--- config.mk ---
export PLATFORM = sky130hd
export DESIGN_NAME = ordered_list_engine
export DESIGN_NICKNAME = d
export VERILOG_FILES = /design/src/rtl/oll_pkg.sv /design/src/rtl/oll_cell.sv /design/src/rtl/ordered_list_engine.sv
export SDC_FILE = /design/constraint.sdc
export NUM_CORES = 1
export LEC_CHECK = 0
export ABC_CLOCK_PERIOD_IN_PS = 4500
export BUFFER_PORTS_ARGS = -buffer_cell sky130_fd_sc_hd__buf_2
export CORE_ASPECT_RATIO = 0.5
export CORE_UTILIZATION = 55
export DETAILED_ROUTE_END_ITERATION = 6
export HOLD_SLACK_MARGIN = 0.02
export PLACE_DENSITY_LB_ADDON = 0.15
export SLEW_MARGIN = 40
export SYNTH_ARGS = -nofsm -noshare
export SYNTH_HDL_FRONTEND = slang
export SYNTH_SLANG_ARGS = --single-unit
--- constraint.sdc ---
create_clock -name clock -period 4.5 [get_ports clock]
set_input_delay 0.675 -clock clock [delete_from_list [all_inputs] [get_ports clock]]
set_output_delay 0.675 -clock clock [all_outputs]
set_load 0.1 [all_outputs]
--- src/rtl/oll_pkg.sv ---
`timescale 1ns / 1ps
// oll_pkg: shared constants, operation and status codes and the cell control struct
// used by oll_cell and ordered_list_engine; depends on nothing
package oll_pkg;

   localparam int MAX_ENTRIES = 32;
   localparam int IDX_W       = $clog2(MAX_ENTRIES);
   localparam int CNT_W       = $clog2(MAX_ENTRIES + 1);
   localparam int DATA_W      = 8;
   localparam int POS_W       = 5;
   localparam int FUNC_W      = 2;
   localparam int CAP_W       = 6;
   localparam int OUT_CNT_W   = 6;
   localparam int STATUS_W    = 3;
   localparam int CMP_W       = (CNT_W > CAP_W) ? CNT_W : CAP_W;

   localparam logic [CAP_W-1:0] CAP_RESET = CAP_W'(32);

   // operation codes
   localparam logic [FUNC_W-1:0] FUNC_READ   = 2'd0;
   localparam logic [FUNC_W-1:0] FUNC_CHECK  = 2'd1;
   localparam logic [FUNC_W-1:0] FUNC_INSERT = 2'd2;
   localparam logic [FUNC_W-1:0] FUNC_DELETE = 2'd3;

   // status codes
   localparam logic [STATUS_W-1:0] ST_OK       = 3'd0;
   localparam logic [STATUS_W-1:0] ST_FULL     = 3'd1;
   localparam logic [STATUS_W-1:0] ST_EMPTY    = 3'd2;
   localparam logic [STATUS_W-1:0] ST_RANGE    = 3'd3;
   localparam logic [STATUS_W-1:0] ST_NOTFOUND = 3'd4;

   // broadcast to every cell of the row
   typedef struct packed {
      logic              ins_go;
      logic              del_go;
      logic [CNT_W-1:0]  pos;
      logic [DATA_W-1:0] value;
      logic [CNT_W-1:0]  count;
   } cell_ctrl_type;

endpackage

--- src/rtl/oll_cell.sv ---
`timescale 1ns / 1ps
// oll_cell: one entry of the list row, with its compare and its shift mux
// depends on oll_pkg
module oll_cell (
   input  logic                        clock,
   input  oll_pkg::cell_ctrl_type      ctrl,
   input  logic [oll_pkg::IDX_W-1:0]   index,
   input  logic [oll_pkg::DATA_W-1:0]  left_data,
   input  logic [oll_pkg::DATA_W-1:0]  right_data,
   input  logic                        hit_below,
   output logic [oll_pkg::DATA_W-1:0]  data_out,
   output logic                        hit_upto
);
   import oll_pkg::*;

   logic [DATA_W-1:0] data_ff;
   logic [DATA_W-1:0] data_in;
   logic [CNT_W-1:0]  my_idx;
   logic              own_hit;

   assign my_idx   = CNT_W'(index);
   // only entries below the count take part in the search
   assign own_hit  = (my_idx < ctrl.count) && (data_ff == ctrl.value);
   assign hit_upto = hit_below | own_hit;
   assign data_out = data_ff;

   always_comb begin
      data_in = data_ff;
      if (ctrl.ins_go) begin
         if (my_idx == ctrl.pos) begin
            data_in = ctrl.value;
         end else if (my_idx > ctrl.pos) begin
            data_in = left_data;
         end
      end else if (ctrl.del_go && hit_upto) begin
         // at or above the first match: pull from the upper neighbour
         data_in = right_data;
      end
   end

   always_ff @(posedge clock) begin
      data_ff <= data_in;
   end

endmodule

--- src/rtl/ordered_list_engine.sv ---
`timescale 1ns / 1ps
// ordered_list_engine: bounded ordered byte list held in a row of oll_cell instances
// depends on oll_pkg and oll_cell
//
//   channel | dir | beat fields                                  | handshake
//   req     | in  | func, item_value, position                   | req_valid / req_ready
//   rsp     | out | item_out, found, entry_count, is_empty,      | rsp_valid / rsp_ready
//           |     | is_full, status                              |
//   csr     | in  | capacity                                     | csr_valid / csr_ready
//
// one request beat per cycle while responses are taken; the response is registered
// and shows in the cycle after the request is taken. the whole row of cells compares
// and shifts in the cycle the request is taken, so the first-match chain through the cells sets the cycle length.
// reset (synchronous) empties the list and sets capacity to 32; entry contents are not
// cleared since only entries below the count are ever looked at.
// a stalled response holds the next request back; req_ready is high whenever the
// response register is free or being emptied in the same cycle.
module ordered_list_engine (
   input  logic                            clock,
   input  logic                            reset,
   input  logic                            req_valid,
   output logic                            req_ready,
   input  logic [oll_pkg::FUNC_W-1:0]      req_func,
   input  logic [oll_pkg::DATA_W-1:0]      req_item_value,
   input  logic [oll_pkg::POS_W-1:0]       req_position,
   output logic                            rsp_valid,
   input  logic                            rsp_ready,
   output logic [oll_pkg::DATA_W-1:0]      rsp_item_out,
   output logic                            rsp_found,
   output logic [oll_pkg::OUT_CNT_W-1:0]   rsp_entry_count,
   output logic                            rsp_is_empty,
   output logic                            rsp_is_full,
   output logic [oll_pkg::STATUS_W-1:0]    rsp_status,
   input  logic                            csr_valid,
   output logic                            csr_ready,
   input  logic [oll_pkg::CAP_W-1:0]       csr_capacity
);
   import oll_pkg::*;

   // control state
   logic [CNT_W-1:0]    count_ff, count_in;
   logic [CAP_W-1:0]    cap_ff;
   logic                rsp_valid_ff;

   // response payload
   logic [DATA_W-1:0]   item_ff, item_in;
   logic                found_ff, found_in;
   logic [CNT_W-1:0]    rcount_ff;
   logic                empty_ff, empty_in;
   logic                full_ff, full_in;
   logic [STATUS_W-1:0] status_ff, status_in;

   logic                req_take;
   logic [CMP_W-1:0]    cap_wide;
   logic [CNT_W-1:0]    cap_eff;
   logic                list_full;
   logic [CNT_W-1:0]    pos_ext;
   logic                ins_go, del_go;
   logic                any_hit;
   cell_ctrl_type       cell_ctrl;

   logic [DATA_W-1:0]   cell_data [MAX_ENTRIES];
   logic                hit_upto  [MAX_ENTRIES];

   assign req_ready = !rsp_valid_ff || rsp_ready;
   assign req_take  = req_valid && req_ready;
   assign csr_ready = 1'b1;

   // capacity clamped to 1..MAX_ENTRIES
   always_comb begin
      cap_wide = CMP_W'(cap_ff);
      if (cap_wide == '0) begin
         cap_eff = CNT_W'(1);
      end else if (cap_wide > CMP_W'(MAX_ENTRIES)) begin
         cap_eff = CNT_W'(MAX_ENTRIES);
      end else begin
         cap_eff = CNT_W'(cap_wide);
      end
   end

   assign list_full = count_ff >= cap_eff;
   assign pos_ext   = CNT_W'(req_position);
   assign any_hit   = hit_upto[MAX_ENTRIES-1];

   // request decode and result
   always_comb begin
      ins_go    = 1'b0;
      del_go    = 1'b0;
      item_in   = '0;
      found_in  = 1'b0;
      status_in = ST_OK;
      count_in  = count_ff;
      unique case (req_func)
         FUNC_READ: begin
            if (count_ff == '0) begin
               status_in = ST_EMPTY;
            end else if (pos_ext >= count_ff) begin
               status_in = ST_RANGE;
            end else begin
               item_in = cell_data[IDX_W'(req_position)];
            end
         end
         FUNC_CHECK: begin
            found_in = any_hit;
            if (!any_hit) begin
               status_in = ST_NOTFOUND;
            end
         end
         FUNC_INSERT: begin
            if (list_full) begin
               status_in = ST_FULL;
            end else if (pos_ext > count_ff) begin
               status_in = ST_RANGE;
            end else begin
               ins_go   = 1'b1;
               count_in = count_ff + CNT_W'(1);
            end
         end
         FUNC_DELETE: begin
            if (count_ff == '0) begin
               status_in = ST_EMPTY;
            end else if (!any_hit) begin
               status_in = ST_NOTFOUND;
            end else begin
               found_in = 1'b1;
               del_go   = 1'b1;
               count_in = count_ff - CNT_W'(1);
            end
         end
      endcase
      empty_in = count_in == '0;
      full_in  = count_in >= cap_eff;
   end

   // the row only moves on a taken beat
   always_comb begin
      cell_ctrl.ins_go = ins_go && req_take;
      cell_ctrl.del_go = del_go && req_take;
      cell_ctrl.pos    = pos_ext;
      cell_ctrl.value  = req_item_value;
      cell_ctrl.count  = count_ff;
   end

   // row of cells; the match flag ripples upward, data shifts between neighbours
   for (genvar g = 0; g < MAX_ENTRIES; g++) begin : g_cell
      logic [DATA_W-1:0] left_d, right_d;
      logic              below;
      if (g == 0) begin : g_first
         assign left_d = '0;
         assign below  = 1'b0;
      end else begin : g_mid
         assign left_d = cell_data[g-1];
         assign below  = hit_upto[g-1];
      end
      if (g == MAX_ENTRIES - 1) begin : g_last
         assign right_d = '0;
      end else begin : g_inner
         assign right_d = cell_data[g+1];
      end
      oll_cell u_cell (
         .clock      (clock),
         .ctrl       (cell_ctrl),
         .index      (IDX_W'(g)),
         .left_data  (left_d),
         .right_data (right_d),
         .hit_below  (below),
         .data_out   (cell_data[g]),
         .hit_upto   (hit_upto[g])
      );
   end

   // control registers
   always_ff @(posedge clock) begin
      if (reset) begin
         count_ff     <= '0;
         cap_ff       <= CAP_RESET;
         rsp_valid_ff <= 1'b0;
      end else begin
         if (req_take) begin
            count_ff <= count_in;
         end
         if (csr_valid && csr_ready) begin
            cap_ff <= csr_capacity;
         end
         if (req_take) begin
            rsp_valid_ff <= 1'b1;
         end else if (rsp_ready) begin
            rsp_valid_ff <= 1'b0;
         end
      end
   end

   // response payload, loaded with each taken beat
   always_ff @(posedge clock) begin
      if (req_take) begin
         item_ff   <= item_in;
         found_ff  <= found_in;
         rcount_ff <= count_in;
         empty_ff  <= empty_in;
         full_ff   <= full_in;
         status_ff <= status_in;
      end
   end

   assign rsp_valid       = rsp_valid_ff;
   assign rsp_item_out    = item_ff;
   assign rsp_found       = found_ff;
   assign rsp_entry_count = OUT_CNT_W'(rcount_ff);
   assign rsp_is_empty    = empty_ff;
   assign rsp_is_full     = full_ff;
   assign rsp_status      = status_ff;

   // checks
   a_count_bound: assert property (@(posedge clock) disable iff (reset)
      count_ff <= CNT_W'(MAX_ENTRIES))
      else $error("entry count beyond the row length");

   a_insert_grows: assert property (@(posedge clock) disable iff (reset)
      (req_take && req_func == FUNC_INSERT && !list_full && pos_ext <= count_ff)
      |=> count_ff == $past(count_ff) + CNT_W'(1))
      else $error("accepted insert did not grow the list");

   a_rsp_count: assert property (@(posedge clock) disable iff (reset)
      req_take |=> rcount_ff == count_ff)
      else $error("response count differs from the held count");

   a_found_ok: assert property (@(posedge clock) disable iff (reset)
      (rsp_valid_ff && found_ff) |-> status_ff == ST_OK)
      else $error("found flagged with an error status");

   a_empty_flag: assert property (@(posedge clock) disable iff (reset)
      rsp_valid_ff |-> (empty_ff == (rcount_ff == '0)))
      else $error("empty flag disagrees with count");

endmodule
==> results of run 1 <==
tightest hold or removal path, cell delays in order:
cell	delay, ps
buf_2	70
mux2i_1	50
nor2_1	70
worst max-delay path by stage:
stage / to / slack (ps) / cells past startpoint
5_1_grt: rsp_is_full / 7 / 19
2_1_floorplan: rsp_is_full / 320 / 21
3_3_place_gp: rsp_is_full / -30 / 17
4_1_cts: rsp_is_full / 80 / 19
6_report: rsp_is_full / 170 / 18
3_5_place_dp: rsp_is_full / -100 / 19
kinds of logic (layout without fill, tap and decap cells):
family                   after synthesis  after routing  synth area share
AND/OR/NAND/NOR                      633            633             0.135
XOR/XNOR                             256            256             0.106
other                                  1              1          0.000178
flip-flops                           289            289             0.406
multiplexers                         312            312             0.167
buffers and inverters                203            298            0.0438
adder cells (fa/ha/maj)               21             21            0.0125
AO/OA/AOI/OAI                        469            469             0.129
cells in the final DEF (no fill, tap or decap), types with 5 or more instances in the layout:
cell / Yosys / layout
inv_1: 18 / 18
a21boi_0: 5 / 5
nor4_1: 32 / 32
xnor2_1: 151 / 151
dfxtp_1: 13 / 11
a32o_1: 5 / 5
clkbuf_16: 0 / 29
a31o_2: 5 / 5
nand3_1: 30 / 30
buf_4: 19 / 163
mux2i_1: 280 / 280
edfxtp_1: 276 / 276
clkinv_2: 0 / 6
nand2_1: 317 / 316
o22ai_1: 29 / 29
nand4_1: 35 / 35
a21o_1: 6 / 6
ha_1: 21 / 20
or3_1: 8 / 7
clkinv_1: 0 / 10
nor2b_1: 11 / 10
a221oi_1: 32 / 32
xor2_1: 105 / 105
mux4_2: 32 / 32
nor2_1: 131 / 130
a22o_1: 8 / 8
and3_1: 7 / 6
clkbuf_1: 125 / 5
nor3_1: 23 / 22
or2_2: 5 / 5
a21oi_1: 68 / 68
nand2b_1: 10 / 10
o21ai_0: 275 / 274
buf_2: 11 / 43
o211ai_1: 8 / 8
buf_12: 0 / 23
cell usage after synthesis (13+ instances only):
cell,number,area share
buf_4,19,0.0068
clkbuf_1,125,0.022
nor2_1,131,0.023
ha_1,21,0.012
mux4_2,32,0.034
a21oi_1,68,0.016
edfxtp_1,276,0.39
mux2i_1,280,0.13
nor3_1,23,0.0055
inv_1,18,0.0032
nor4_1,32,0.0095
o22ai_1,29,0.0086
nand3_1,30,0.0071
a221oi_1,32,0.013
nand4_1,35,0.010
o21ai_0,275,0.065
dfxtp_1,13,0.012
xnor2_1,151,0.063
nand2_1,317,0.057
xor2_1,105,0.044
buf_1,20,0.0036
timing repair:
action,in CTS,in global routing
resized for setup,0,7
endpoints found under the setup margin,0,1
setup buffers,0,1
cell type report:
class                      count  area [um^2]
clock buffer                  34          744
timing repair buffer         229         1900
clock inverter                17         76.3
fill                        3181        14000
inverter                      18         67.6
sequential                   289         8550
multi-input combinational   1692        11600
tap                          494          618
through the flow:
stage | utilization | hold WS, ps
final | 0.628 | 329
after global routing | 0.628 | 343
after CTS | 0.627 | 328
after detailed placement | 0.605 | 498
after global placement | 0.605 | 486
after floorplan | - | 461
state kept, by name, indices dropped and copies added, names as in the netlist:
| register | count |
|---|---|
| g_cell.u_cell.data_out | 256 |
| rsp_item_out | 8 |
| cap_ff | 6 |
| count_ff | 6 |
| rsp_entry_count | 6 |
| rsp_status | 3 |
| rsp_found | 1 |
| rsp_is_empty | 1 |
| rsp_is_full | 1 |
| rsp_valid | 1 |
power by group through the flow:
stage	logic [uW]	registers, uW	clock network [uW]
floorplan	702	3210	0
global placement	1180	3120	0
detailed placement	1200	3120	0
CTS	1200	3070	2270
global route	1310	3070	2360
finish	1250	3070	2280
routing by layer:
layer | global-route usage | wire (um)
met1 | 0.550 | 31200
met2 | 0.501 | 28700
met3 | 0.110 | 10100
met4 | 0.0775 | 1640
met5 | 0.0147 | 92
==> run metrics, run 1 <==
run status=finished, final reports clean; Post-DP HPWL=52900 um; Boundary Pins=between 40 and 50; vias in the first global route=16800; Total Nets Final=2305; Min-Delay Path Depth=3; worst endpoint required time=4830 ps; GRT Util Overall=0.363; ys flop type=edfxtp_1; n_diodes=0; pwr/cell area=280 nW/um^2; syn_nets=2231; Worst slew margin=0.510; mean post-synth cell area=9.64 um^2; slack of the critical path=between 150 and 200 ps; Vias=18100; worst path cell trace=buf_4 > or3_1 > o211ai_1 > nor3_1 > and4bb_2 > and4_1 > and3_2 > and2_4 > nand3_1 > o211a_1 > ha_1 > nand2b_1 > a21o_1 > a21o_1 > a21oi_1 > nor2b_1 > o21ai_0 > nand2b_1; max-capacitance violation count=0; DR vias/cell=6.53; YS warnings=0; Final Slew Violations=0; Residual DRC=0; Final period util=0.963; WL final=between 70000 and 80000 um; wire length per cell=~26 um; Psw=1980 uW; Max IR drop VDD=~0.32 mV; Pre-antenna DRT Iters=6; CTS root buffer=clkbuf_16; part of the power in registers=0.465; Routed Antenna Nets=0; worst flop-to-flop path startpoint=count_ff[5]; Core ar.=37500 um^2; CTS buffer count=28; H-tree depth=1; clk buf depth=3; PortBufs=47; antenna violations before repair=4; Tmin final=4330 ps; Slew @ Worst Pin=729 ps; WP data arrival=approximately 4700 ps; first-pass GRT wire length=107000 um; part of the power in combinational logic=0.189; part of the power in the clock network=0.346; clk_skew=15.4 ps; Initial Util=0.561; Crit. End Element=flip-flop; setup_tns=0 ps; grt total ovfl=0; Seq cells post-synth=between 200 and 300; Setup crit start=count_ff[5]; Leakage=0.00963 uW; Fin. Hold Viols=0; startpoint types=flip-flop; overall power=6600 uW; Worst-path clk slew=70 ps; crit path kind=flip-flop to flip-flop; DP Area=between 20000 and 25000 um^2; Bufs and invs on worst path=1; GP Congestion=slightly below 1; Hold EP=cap_ff[4]; Cell variety after synth=67; non-filler cells, final=2773; Synth Instances=2184; clock sinks=289; Max stage delay cell, worst path=or3_1; share of cells above drive strength 1=0.142; Worst R2R Path Depth=18; site row count=50; Placed Instances=2721; CTS tree=done; worst reg2reg setup slack=170 ps; hold-fix buffers at CTS=0; Die W=279 um; crit-path leading delay family=simple AND/OR/NAND/NOR gates; synthesis-to-layout area growth=11.9%; end of the worst register-to-register path=rsp_is_full; EDFF count, synth=around 280; die area=just under 40000 um^2; switch share=0.301; Hold Startpoint=csr_capacity[4]; Pint=4610 uW; largest net degree at the start of global routing=148; post-route cell area=23600 um^2; sequential area share after synthesis=0.406; die height=140 um; # setup viols final=0; CP max FO=8; Hold Path Class=input pin to flip-flop; mapped cell area=21100 um^2; CP peak stage delay=roughly 590 ps; Iter 0 DRT Violations=2862; ys async rst share=0; RSZ-0062 raised after global routing=false; f_max=0.231 GHz; worst slack at placement=-96.6 ps; clock latency on the worst-skew pair=590 ps
Note: power is estimated with default switching activity, not from simulation.
==> run 2: changes to the inputs <==
- SETUP_SLACK_MARGIN: default -> 0.3
==> run 2 against run 1 <==
  * Critical path depth is 1 higher
  * Via count is 0.43% higher
  * Combinational power hardly changed
  * Critical endpoint unchanged
  * Sequential share of layout area is 0.16 points lower
  * Sequential power hardly changed
  * Highest routed layer unchanged
  * Final area is 0.48% higher
  * Total power hardly changed
==> run metrics, run 2 (same netlist as run 1, synthesis figures left out) <==
run status=finished, final reports clean; Fin. Hold Viols=0 (unchanged); Crit. End Element=flip-flop; RSZ-0062 raised after global routing=false; grt peak-use layer=met1; Final Slew Violations=0 (unchanged); Worst-path clk slew=70 ps (about the same); Worst slew margin=0.506 (-0.00409); met1 Track Usage GR=0.552 (+0.00184); Initial Util=0.561 (unchanged); site row count=50 (unchanged); CTS buffer count=28 (unchanged); Slew @ Worst Pin=735 ps (+6.10 ps); Placed Instances=2721 (unchanged); overall power=6600 uW (about the same); hold-fix buffers at CTS=0 (unchanged); largest net degree at the start of global routing=148 (unchanged); max-capacitance violation count=0 (unchanged); worst flop-to-flop path startpoint=count_ff[1]; Max IR drop VDD=0.325 mV (about the same); post-route cell area=23700 um^2 (+0.48%); non-filler cells, final=2778 (+0.18%); switch share=0.300 (-0.000781); most common cell after layout, fill and taps aside=nand2_1; DP Area=22700 um^2 (unchanged); pwr/cell area=279 nW/um^2 (-0.38%); part of the power in registers=0.465 (about the same); Hold Path Class=input pin to flip-flop; met3 Usage GRT=0.107 (-0.00250); synthesis-to-layout area growth=12.5%; Psw=1980 uW (-0.16%); clk buf depth=3 (unchanged); H-tree depth=1 (unchanged); Iter 0 DRT Violations=2816 (-1.6%); wire length per cell=25.9 um (+0.20%); Post-DP HPWL=52900 um (unchanged); worst endpoint required time=4830 ps (about the same); Leakage=0.00967 uW (+0.34%); Tmin final=4110 ps (-225 ps); share of cells above drive strength 1=0.150 (+0.00801); antenna violations before repair=4 (unchanged); Pint=4620 uW (+0.21%); number of flip-flops in the largest register=256 (unchanged); crit path kind=flip-flop to flip-flop; PortBufs=47 (unchanged); f_max=0.244 GHz (+5.5%); # setup viols final=0 (unchanged); WP data arrival=4440 ps (-220 ps); part of the power in combinational logic=0.191 (+0.002); Die W=279 um (unchanged); CTS tree=done; Total Nets Final=2310 (+0.22%); clk_skew=16.9 ps (+1.52 ps); clock sinks=289 (unchanged); Pre-antenna DRT Iters=6 (unchanged); Final period util=0.913 (-0.0500); hold slack=328 ps (-1.37 ps); met2 global-route usage=0.500 (-0.000525); first-pass GRT wire length=107000 um (+0.11%); startpoint types=flip-flop; CTS root buffer=clkbuf_16; die height=140 um (unchanged); die area=39100 um^2 (unchanged); GRT Util Overall=0.363 (+0.000626); CP max FO=6 (-2); grt total ovfl=0 (unchanged); clock latency on the worst-skew pair=590 ps (about the same); part of the power in the clock network=0.344 (-0.002); WL final=72100 um (+0.38%); Boundary Pins=49 (unchanged); DR vias/cell=6.55 (+0.24%); n_diodes=0 (unchanged); Vias=18200 (+0.43%); GP Congestion=0.963 (unchanged); Residual DRC=0 (unchanged); Hold Startpoint=csr_capacity[4]; most frequent cells in the layout=nand2_1, mux2i_1, edfxtp_1, o21ai_0, buf_4; Setup crit start=count_ff[1]; vias in the first global route=16800 (+0.23%); Core ar.=37500 um^2 (unchanged); Routed Antenna Nets=0 (unchanged)
[run 2: changes by cell type in the layout (fill, tap and decap cells not counted), moves of 2 or more]
cell    before  now
buf_4      163  168
inv_1       18   16
inv_2        0    2
nor3_1      22   20
nor3_2       2    4
nor4_1      32   30
nor4_2       2    4
[run 2: metrics by stage]
stage               TNS (ps)   util  setup slack (ps)
floorplan                  0      -               317
global placement       -31.4  0.605             -31.4
detailed placement     -96.6  0.605             -96.6
CTS                        0  0.628               317
global route               0  0.631               295
finish                     0  0.631               394
[run 2: critical path: stages, from the launching register on]
cell      delay (ps)
dfxtp_4          360
ha_2             170
or3_4            450
buf_4            170
o211ai_1         210
nor3_2            70
and4bb_2         360
and4_1           250
and3_4           250
and2_4           190
nand3_1           80
o211a_1          160
ha_1             280
nand2b_1         140
a21o_1           180
a21o_1           180
a21oi_2          120
nor2b_1           50
o21ai_1          120
nand2b_1          60
[run 2: repair_timing]
item / CTS / global route
pin swaps: 0 / 11
gates resized for setup: 9 / 18
endpoints found under the setup margin: 1 / 1
buffers inserted: 1 / 5
[run 2: final timing paths]
path                 endpoint  slack (ps)  cells after the start
setup / recovery  rsp_is_full         390                     19
hold / removal      cap_ff[4]         330                      3
setup reg to reg  rsp_is_full         390                     19
hold reg to reg     cap_ff[0]         520                      2
[run 2: area by class of cell]
type | count | area [um^2]
inverters | 18 | 67.6
clock inverters | 17 | 76.3
clock buffers | 34 | 744
multi-input cells | 1692 | 11700
fillers | 3170 | 13900
repair buffers | 234 | 1940
flip-flops and latches | 289 | 8550
well taps | 494 | 618
[run 2: power by group through the flow]
| stage | clock network, uW | logic [uW] | registers, uW |
|---|---|---|---|
| floorplan | 0 | 702 | 3210 |
| global placement | 0 | 1180 | 3120 |
| detailed placement | 0 | 1200 | 3120 |
| CTS | 2270 | 1210 | 3070 |
| global route | 2360 | 1330 | 3070 |
| finish | 2270 | 1260 | 3070 |
[run 2: per-layer routing]
metal  part of all wire  wire length [um]  vias to the layer above
met5             0.0013                92                        -
met4              0.023              1690                        4
met3               0.13              9330                      140
met2               0.40             29000                     1171
met1               0.44             31900                     8772
li1                   -                 -                     8106
